[config.mk]
export PLATFORM = sky130hd
export DESIGN_NAME = banked_memory_mapper_unit
export DESIGN_NICKNAME = d
export VERILOG_FILES = /design/src/bmm_pkg.sv /design/src/bmm_cfg.sv /design/src/bmm_core.sv /design/src/banked_memory_mapper_unit.sv
export SDC_FILE = /design/constraint.sdc
export NUM_CORES = 1
export LEC_CHECK = 0
export BUFFER_PORTS_ARGS = -buffer_cell sky130_fd_sc_hd__buf_2
export CAP_MARGIN = 20
export CORE_MARGIN = 10
export CORE_UTILIZATION = 57
export DETAILED_ROUTE_END_ITERATION = 12
export GPL_ROUTABILITY_DRIVEN = 0
export GPL_TIMING_DRIVEN = 0
export PLACE_DENSITY = 0.83
export SETUP_SLACK_MARGIN = 0.1
export SLEW_MARGIN = 15
export SYNTH_ARGS = -nofsm -noshare
export SYNTH_HDL_FRONTEND = slang
export SYNTH_SLANG_ARGS = --single-unit
[constraint.sdc]
create_clock -name i_clk -period 3.6 [get_ports i_clk]
set_clock_uncertainty 0.05 [all_clocks]
set_input_delay 0.72 -clock i_clk [delete_from_list [all_inputs] [get_ports i_clk]]
set_output_delay 0.72 -clock i_clk [all_outputs]
set_load 0.02 [all_outputs]
[src/bmm_pkg.sv]
package bmm_pkg;

    localparam int unsigned CfgIdxW = 2;
    localparam int unsigned CfgDataW = 6;

    localparam logic [CfgIdxW-1:0] CFG_RAM_PAGE_MASK = 2'd0;
    localparam logic [CfgIdxW-1:0] CFG_DISK_IF = 2'd1;
    localparam logic [CfgIdxW-1:0] CFG_DISK_ROMS = 2'd2;
    localparam logic [CfgIdxW-1:0] CFG_MULTI_PLANE = 2'd3;

    localparam logic [2:0] MODE_READ = 3'd0;
    localparam logic [2:0] MODE_LATCH_A = 3'd1;
    localparam logic [2:0] MODE_LATCH_B = 3'd2;
    localparam logic [2:0] MODE_SESSION = 3'd3;
    localparam logic [2:0] MODE_TRIGGER = 3'd4;
    localparam logic [2:0] MODE_QUADRANT = 3'd5;

    localparam logic [1:0] ROLE_BASIC128 = 2'd0;
    localparam logic [1:0] ROLE_BASIC48 = 2'd1;
    localparam logic [1:0] ROLE_SERVICE = 2'd2;
    localparam logic [1:0] ROLE_DISK = 2'd3;

    localparam logic [15:0] STROBE_MASK = 16'hFFF3;
    localparam logic [15:0] STROBE_ADDR = 16'h0100;
    localparam logic [15:0] HIGH_CODE_ADDR = 16'h4000;

    localparam logic [5:0] RAM_PAGE_MASK_RST = 6'd15;

    typedef struct packed {
        logic [5:0] ram_page_mask;
        logic       disk_if;
        logic       disk_roms;
        logic       multi_plane;
    } t_cfg;

    typedef struct packed {
        logic [7:0] latch_a;
        logic [7:0] latch_b;
        logic       session;
        logic       trigger;
        logic [4:0] quadrant;
    } t_state;

    typedef struct packed {
        logic       is_ram;
        logic [6:0] rom_page;
        logic [5:0] top;
        logic       ports;
        logic       leave;
        logic       trap;
        logic       window;
    } t_map;

    function automatic t_map map_of(input t_state s, input t_cfg c);
        t_map       m;
        logic [1:0] role;
        logic [6:0] base;
        m.top = {s.latch_b[7:6], s.latch_b[4], s.latch_a[2:0]} & c.ram_page_mask;
        base = c.multi_plane ? {s.quadrant, 2'b00} : 7'd0;
        m.is_ram = 1'b0;
        if (s.trigger && c.disk_roms) begin
            role = s.latch_b[1] ? ROLE_SERVICE : ROLE_DISK;
        end else if (s.latch_b[0]) begin
            role = ROLE_BASIC128;
            m.is_ram = 1'b1;
        end else if (s.latch_b[1]) begin
            role = ROLE_SERVICE;
        end else if (s.session) begin
            role = ROLE_DISK;
        end else if (s.latch_a[4]) begin
            role = ROLE_BASIC48;
        end else begin
            role = ROLE_BASIC128;
        end
        m.rom_page = m.is_ram ? 7'd0 : (base | {5'd0, role});
        m.ports = 1'b0;
        m.leave = 1'b0;
        m.trap = 1'b0;
        if (s.session && c.disk_roms) begin
            m.ports = 1'b1;
            m.leave = 1'b1;
        end else if (s.trigger && c.disk_roms) begin
            m.ports = 1'b1;
        end else if (!s.latch_b[0] && (s.latch_b[1] || s.latch_a[4])
                     && c.disk_if && c.disk_roms) begin
            m.trap = 1'b1;
        end
        m.window = c.multi_plane && !m.is_ram && (role == ROLE_SERVICE);
        return m;
    endfunction

endpackage

[src/bmm_cfg.sv]
module bmm_cfg
    import bmm_pkg::*;
(
    input  logic                i_clk,
    input  logic                i_rst_n,
    input  logic                i_cfg_we,
    input  logic [CfgIdxW-1:0]  i_cfg_idx,
    input  logic [CfgDataW-1:0] i_cfg_data,
    output t_cfg                o_cfg
);

    t_cfg r_cfg;
    t_cfg n_cfg;

    always_comb begin
        n_cfg = r_cfg;
        if (i_cfg_we) begin
            case (i_cfg_idx)
                CFG_RAM_PAGE_MASK: n_cfg.ram_page_mask = i_cfg_data;
                CFG_DISK_IF:       n_cfg.disk_if = i_cfg_data[0];
                CFG_DISK_ROMS:     n_cfg.disk_roms = i_cfg_data[0];
                CFG_MULTI_PLANE:   n_cfg.multi_plane = i_cfg_data[0];
                default:           n_cfg = r_cfg;
            endcase
        end
    end

    always_ff @(posedge i_clk) begin
        if (!i_rst_n) begin
            r_cfg.ram_page_mask <= RAM_PAGE_MASK_RST;
            r_cfg.disk_if <= 1'b1;
            r_cfg.disk_roms <= 1'b1;
            r_cfg.multi_plane <= 1'b0;
        end else begin
            r_cfg <= n_cfg;
        end
    end

    assign o_cfg = r_cfg;

endmodule

[src/bmm_core.sv]
module bmm_core
    import bmm_pkg::*;
(
    input  logic        i_clk,
    input  logic        i_rst_n,
    input  logic        i_fire,
    input  logic [2:0]  i_mode,
    input  logic [15:0] i_addr,
    input  logic        i_is_fetch,
    input  logic [7:0]  i_value,
    input  t_cfg        i_cfg,
    output t_map        o_map,
    output logic        o_hit
);

    t_state r_state;
    t_state n_state;
    t_map   cur_map;
    logic   is_read;

    assign cur_map = map_of(r_state, i_cfg);
    assign is_read = (i_mode == MODE_READ);

    always_comb begin
        n_state = r_state;
        case (i_mode)
            MODE_READ: begin
                if (r_state.trigger && i_is_fetch && (i_addr >= HIGH_CODE_ADDR)) begin
                    n_state.trigger = 1'b0;
                end
            end
            MODE_LATCH_A:  n_state.latch_a = i_value;
            MODE_LATCH_B:  n_state.latch_b = i_value;
            MODE_SESSION:  n_state.session = i_value[0];
            MODE_TRIGGER:  n_state.trigger = i_value[0];
            MODE_QUADRANT: n_state.quadrant = i_value[4:0];
            default:       n_state = r_state;
        endcase
    end

    always_ff @(posedge i_clk) begin
        if (!i_rst_n) begin
            r_state <= '0;
        end else if (i_fire) begin
            r_state <= n_state;
        end
    end

    assign o_map = map_of(n_state, i_cfg);
    assign o_hit = is_read && cur_map.window && !i_is_fetch
                   && ((i_addr & STROBE_MASK) == STROBE_ADDR);

endmodule

[src/banked_memory_mapper_unit.sv]
// channel   valid          stall          payload
// input     i_in_valid     o_in_stall     i_mode i_addr i_is_fetch i_value
// output    o_out_valid    i_out_stall    o_low_bank_* o_top_ram_page o_disk_* o_strobe_*
// config    i_cfg_we       (none)         i_cfg_idx i_cfg_data
//
// One transaction per cycle is sustained unless a stalled result holds the pipeline.
// Stage one is the input register, stage two updates the paging state and the result register.
// Synchronous active-low reset clears valids and paging state, loads register defaults.
// A stalled result holds the result and a full input register; o_in_stall rises only when
// the input register is full and cannot advance.
module banked_memory_mapper_unit
    import bmm_pkg::*;
(
    input  logic                i_clk,
    input  logic                i_rst_n,
    input  logic                i_cfg_we,
    input  logic [CfgIdxW-1:0]  i_cfg_idx,
    input  logic [CfgDataW-1:0] i_cfg_data,
    input  logic                i_in_valid,
    output logic                o_in_stall,
    input  logic [2:0]          i_mode,
    input  logic [15:0]         i_addr,
    input  logic                i_is_fetch,
    input  logic [7:0]          i_value,
    output logic                o_out_valid,
    input  logic                i_out_stall,
    output logic                o_low_bank_is_ram,
    output logic [6:0]          o_low_bank_rom_page,
    output logic [5:0]          o_top_ram_page,
    output logic                o_disk_ports_on,
    output logic                o_leave_disk_on_ram,
    output logic                o_disk_rom_trap_armed,
    output logic                o_strobe_window_open,
    output logic                o_strobe_hit
);

    t_cfg        cfg;
    t_map        map;
    logic        hit;
    logic        advance;
    logic        fire;
    logic        in_take;

    logic        r_in_valid;
    logic [2:0]  r_mode;
    logic [15:0] r_addr;
    logic        r_is_fetch;
    logic [7:0]  r_value;

    logic        r_out_valid;
    t_map        r_map;
    logic        r_hit;

    assign advance = !r_out_valid || !i_out_stall;
    assign fire = r_in_valid && advance;
    assign o_in_stall = r_in_valid && !advance;
    assign in_take = i_in_valid && !o_in_stall;

    bmm_cfg u_cfg (
        .i_clk      (i_clk),
        .i_rst_n    (i_rst_n),
        .i_cfg_we   (i_cfg_we),
        .i_cfg_idx  (i_cfg_idx),
        .i_cfg_data (i_cfg_data),
        .o_cfg      (cfg)
    );

    bmm_core u_core (
        .i_clk      (i_clk),
        .i_rst_n    (i_rst_n),
        .i_fire     (fire),
        .i_mode     (r_mode),
        .i_addr     (r_addr),
        .i_is_fetch (r_is_fetch),
        .i_value    (r_value),
        .i_cfg      (cfg),
        .o_map      (map),
        .o_hit      (hit)
    );

    always_ff @(posedge i_clk) begin
        if (!i_rst_n) begin
            r_in_valid <= 1'b0;
        end else if (advance || !r_in_valid) begin
            r_in_valid <= in_take;
        end
    end

    always_ff @(posedge i_clk) begin
        if (in_take) begin
            r_mode <= i_mode;
            r_addr <= i_addr;
            r_is_fetch <= i_is_fetch;
            r_value <= i_value;
        end
    end

    always_ff @(posedge i_clk) begin
        if (!i_rst_n) begin
            r_out_valid <= 1'b0;
        end else if (advance) begin
            r_out_valid <= r_in_valid;
        end
    end

    always_ff @(posedge i_clk) begin
        if (fire) begin
            r_map <= map;
            r_hit <= hit;
        end
    end

    assign o_out_valid = r_out_valid;
    assign o_low_bank_is_ram = r_map.is_ram;
    assign o_low_bank_rom_page = r_map.rom_page;
    assign o_top_ram_page = r_map.top;
    assign o_disk_ports_on = r_map.ports;
    assign o_leave_disk_on_ram = r_map.leave;
    assign o_disk_rom_trap_armed = r_map.trap;
    assign o_strobe_window_open = r_map.window;
    assign o_strobe_hit = r_hit;

endmodule

==> out/summary.txt, run 1 <==
Reg clk slew, reported paths = 0.07 ns
Vias = 1824
Synth Area in Compound Gates = 6.60%
Seq/Total Area, Yosys = 65.5%
Synth Area in Simple Gates = 14.5%
# hold bufs at CTS = 0
area delta synth->final = 22.5%
Top FF cell, synth = edfxtp_1
NumNets Final = 324
synth cell count leaders = 44 x edfxtp_1, 27 x dfxtp_1, 26 x mux2i_1
Initial Util = 59.4%
Die H = 90.6 um
CTS buffer count = 9
Peak supply drop = 0.000319 V
Mean Syn Cell Area = 13.3 um2
FF-to-FF Start = r_mode[1]$_DFFE_PP_
dpl hpwl = 3750 um
hold wc startpoint = u_core.r_state[17]$_SDFFE_PN0P_
Max clock buf depth = 2
final core utilization = 72.8%
HP Class = flop to flop
Final min period = 1.98 ns
final hold viol count = 0
largest family of logic cells by synthesized area = simple AND/OR/NAND/NOR gates
Synthesized Nets = 254
Post-DRT Antenna Nets = 0
Worst R2R Path Depth = 5
Post-synth EDFFs = 44
Seq cells post-synth = 71
FILL cells = 337
Pins Over Slew Limit = 0
final setup fails = 0
number of diodes = 0
Final WS setup = 1.62 ns
setup TNS = 0 ns
Max Cap Viol = 0
die width = 90.6 um
leakage power = 1.39 nW
per-cell routed wire length = 14.6 um
initial drt markers = 147
Metal-1 WL = 2290 um
Cell Rows = 25
Critical Path RT = 2.83 ns
Initial DRT Pass Iterations = 4
largest net degree at the start of global routing = 29
Core Region = 0.00479 mm2
WL met2 = 2440 um
Fmax = 506 MHz
Startpoint Class = primary input
Port Buffers = 58
critical path class = primary input to primary output
mux cell area share after synthesis = 10.4%
Setup crit end kind = primary output
Slew HR = 58.8%
Endpoint, Worst Hold = u_core.r_state[17]$_SDFFE_PN0P_
Yosys cell types = 39
met3 WL post-DR = 397 um
P per Cell Area = 516 mW/mm2
Root Buffer = clkbuf_8
layout cells sized above 1 = 31.9%
Hold Slack = 0.407 ns
final worst path period share = 54.9%
Worst R2R End = o_low_bank_rom_page[0]$_SDFFCE_PP0P_
vias in the first global route = 1955
fin area = 0.00348 mm2
cells resized by post-CTS repair = 0
I/O pin total = 62
Routed WL = 5170 um
area share of xor/xnor cells in the synthesized design = 0%
status = finished, final reports clean
Synth area leader = edfxtp_1
die area = 0.00821 mm2
initial antenna violation count = 0
routed vias/inst = 5.14
global route overflow = 0
adder-cell share of the synthesized area = 0%
synthesis warning total = 0
pre-CTS WS = 1.31 ns
Post-Syn Area = 0.00284 mm2
Remaining DRCs = 0
Post-Place Cell Area = 0.00325 mm2
CP arrival = 1.21 ns
unrepaired setup endpoints after global routing = no
area share of the largest cell type after synthesis = 46.5%
Total GRT Usage = 13.3%
Slew @ Worst Pin = 0.619 ns
Crit Path Max Fanout = 3
top cells by area, synth = edfxtp_1 46%, dfxtp_1 19%, mux2i_1 9.2%
asr flop ratio synth = 0%
CTS Sinks = 71
R2R Setup Slk = 1.65 ns
H-tree depth = 3
Mapped Cells = 213
TritonCTS clock tree = yes
most frequent cell after synthesis = edfxtp_1
hold-critical path depth = 2
worst skew pair latency = 0.33 ns
first-pass GRT wire length = 8870 um
highest metal used = met4
total setup buffers inserted after CTS = 0
## registers in the layout (all words and copies together), names as in the netlist
register               count
o_strobe_hit               1
r_in_valid                 1
o_strobe_window_open       1
r_addr                    14
u_cfg.o_cfg                9
o_leave_disk_on_ram        1
u_core.r_state            16
o_out_valid                1
o_low_bank_rom_page        7
o_disk_ports_on            1
o_low_bank_is_ram          1
o_top_ram_page             6
r_is_fetch                 1
r_value                    7
r_mode                     3
o_disk_rom_trap_armed      1
## worst max-delay path by stage
stage	start	to	slack, ns	depth (start not counted)
final	i_out_stall	o_in_stall	1.62	3
after floorplan	i_out_stall	r_addr[0]$_DFFE_PP_	0.99	2
after global placement	i_out_stall	r_addr[6]$_DFFE_PP_	0.60	3
after detailed placement	i_out_stall	o_low_bank_rom_page[2]$_SDFFCE_PP0P_	1.31	4
after global routing	i_out_stall	u_core.r_state[17]$_SDFFE_PN0P_	1.47	6
after CTS	i_out_stall	o_in_stall	1.63	3
## routing by layer
layer / global-route usage [%] / vias to the layer above
met2: 22.1 / 54
met1: 14.6 / 848
met3: 5.24 / 5
met5: 0 / -
met4: 5.97 / 0
li1: - / 917
## per-stage QoR
stage,power [mW],cells
2_1_floorplan,1.03,213
3_3_place_gp,1.07,338
6_report,1.80,355
3_5_place_dp,1.08,339
4_1_cts,1.81,355
5_1_grt,1.87,355
## critical path: stages
cell	delay, ns
buf_2	0.10
and3_1	0.21
buf_2	0.18
## area by class of cell
type                    instances  area, um2  share of cell area [%]
repair buffers                 59        318                    9.12
multi-input cells             129        900                    25.8
flip-flops and latches         71       1860                    53.4
plain buffers                  10       72.6                    2.08
inverters                       3       11.3                   0.323
clock inverters                 6        109                    3.12
well taps                      67       83.8                    2.41
clock buffers                  10        128                    3.66
## cell families after synthesis
kind of cell	count (synthesis)
buffers and inverters	13
muxes	28
DFF	71
and+or+nand+nor	76
AOI/OAI and AO/OA	25
## layout by cell type, fill, tap and decap left out, drive strengths merged
master,synthesis,layout
a211o,1,1
a211oi,6,6
a21boi,2,2
a21o,1,1
a21oi,7,7
a22oi,1,1
a31oi,1,1
a32o,1,1
and2,2,2
and3,1,1
and4b,1,1
buf,8,67
bufinv,0,3
clkbuf,2,12
clkinv,0,3
dfxtp,27,27
edfxtp,44,44
inv,3,3
mux2i,28,28
nand2,18,18
nand3,8,8
nand3b,3,3
nand4,3,3
nor2,23,23
nor2b,8,8
nor3b,3,3
nor4,2,2
nor4b,2,2
o21a,1,1
o21ai,2,2
o21bai,1,1
o311ai,1,1
or2,1,1
or4b,1,1
## power by group
part           total [mW]  leakage [nW]  switching (mW)  internal [mW]
combinational       0.145         0.618          0.0819         0.0630
sequential          0.919         0.652          0.0160          0.903
clock               0.733         0.120           0.274          0.459
total                1.80          1.39           0.372           1.43
(Power assumes the default switching activity.)
==> run 2, diff against run 1 <==
CORE_UTILIZATION = 53   (was 57)
PLACE_DENSITY = 0.78   (was 0.83)
clock period = 1.94 ns   (was 3.6 ns; I/O delays follow)
==> out/summary.txt, run 2 (same netlist as run 1, synthesis figures left out) <==
largest net degree at the start of global routing = 29
Post-Place Cell Area = 0.00322 mm2
routed vias/inst = 5.03
Core Region = 0.00514 mm2
NumNets Final = 327
status = finished, final reports clean
die area = 0.00869 mm2
Crit path max-delay family = buffers and inverters
# hold bufs at CTS = 0
Final Power = 3.09 mW
most common cell after layout, fill and taps aside = buf_2
Total GRT Usage = 13.1%
CTS Sinks = 71
Root Buffer = clkbuf_8
H-tree depth = 3
setup TNS = 0 ns
Pins Over Slew Limit = 0
Final WS setup = 0.166 ns
Largest register FFs = 16
first-pass GRT wire length = 8760 um
leakage power = 1.40 nW
I/O pin total = 62
global route overflow = 0
FILL cells = 404
Critical Path RT = 1.98 ns
register area = 0.00186 mm2
vias in the first global route = 1841
final setup fails = 0
Initial DRT Pass Iterations = 4
Routed WL = 5220 um
Slew @ Worst Pin = 0.664 ns
Setup crit end kind = flop
Crit Path Max Fanout = 9
final hold viol count = 0
TritonCTS clock tree = yes
Slew HR = 55.7%
Fmax = 564 MHz
Post-DRT Antenna Nets = 0
Worst R2R Path Depth = 7
fin area = 0.00349 mm2
Max Cap Viol = 0
initial drt markers = 87
Startpoint Class = flop
Remaining DRCs = 0
hold-critical path depth = 1
Initial Util = 55.3%
HP Class = primary input to flop
Hold Slack = 0.163 ns
pre-CTS WS = -0.143 ns
Cell Rows = 26
placed cells = 341
per-cell routed wire length = 14.5 um
critical path class = flop to flop
Largest Register = u_core.r_state
number of diodes = 0
initial antenna violation count = 0
die width = 93.2 um
unrepaired setup endpoints after global routing = yes
CTS buffer count = 9
most frequent cells in the layout = 60 x buf_2, 44 x edfxtp_1, 27 x dfxtp_1, 25 x mux2i_1, 20 x nor2_1
Finished Layout Cells = 361
Vias = 1816
area delta synth->final = 22.8%
WP buf/inv = 3
Peak supply drop = 0.000635 V
worst skew pair latency = 0.34 ns
CP max-delay cell = edfxtp_1
Max clock buf depth = 2
Port Buffers = 58
Final min period = 1.77 ns
multi-input logic area = 926 um2
CP Cell Sequence = buf_6 > nor3b_4 > buf_6 > mux2i_4 > buf_12 > a22oi_4 > nor2_2
final core utilization = 67.9%
Reg clk slew, reported paths = 0.07 ns
P per Cell Area = 885 mW/mm2
Die H = 93.2 um
Crit path top cell by count = buf_6
CP arrival = 1.82 ns
layout cells sized above 1 = 34.0%
Crit path depth = 7
dpl hpwl = 3710 um
Slowest Stage Delay on Critical Path = 0.38 ns
final worst path period share = 91.4%
[run 2: cell count changes in the layout (fill, tap and decap cells not counted), sizes merged]
cell,delta
buf,+2
bufinv,-2
clkbuf,+1
clkinv,+2
[run 2: metal layers]
metal | global-route usage (%) | vias to the layer above | share of wire, %
met2 | 19.7 | 50 | 47
met3 | 5.92 | 11 | 7.2
li1 | - | 931 | -
met1 | 15.0 | 824 | 43
met5 | 0 | - | 0
met4 | 8.10 | 0 | 2.5
[run 2: final timing paths]
kind                                         from                              endpoint  slack, ns
setup / recovery              r_mode[1]$_DFFE_PP_  o_low_bank_rom_page[2]$_SDFFCE_PP0P_       0.17
hold / removal                         i_is_fetch                  r_is_fetch$_DFFE_PP_       0.16
hold reg to reg   u_core.r_state[16]$_SDFFE_PN0P_       u_core.r_state[16]$_SDFFE_PN0P_       0.41
setup reg to reg              r_mode[1]$_DFFE_PP_  o_low_bank_rom_page[2]$_SDFFCE_PP0P_       0.17
[run 2: worst reg2reg max path: cells and delay by family (launching register included)]
family	cells	cell delay [ns]
and+or+nand+nor	2	0.23
buffers and inverters	3	0.42
DFF	1	0.38
AOI/OAI and AO/OA	1	0.27
muxes	1	0.19
[run 2: what timing repair did]
action,4_1_cts,5_1_grt
buffers inserted,2,2
resized for setup,2,9
endpoints found under the setup margin,28,36
pin swaps,1,5
[run 2: area by class of cell]
cell class / instances / share of cell area (%)
Buffer: 10 / 2.33
Clock buffer: 10 / 3.66
Clock inverter: 6 / 1.76
Inverter: 3 / 0.323
Multi-Input combinational cell: 129 / 26.5
Sequential cell: 71 / 53.4
Tap cell: 70 / 2.51
Timing Repair Buffer: 62 / 9.54
[run 2: power breakdown]
part	switching (mW)	internal, mW	total [mW]
registers	0.0313	1.68	1.71
logic	0.153	0.126	0.279
clock network	0.513	0.589	1.10
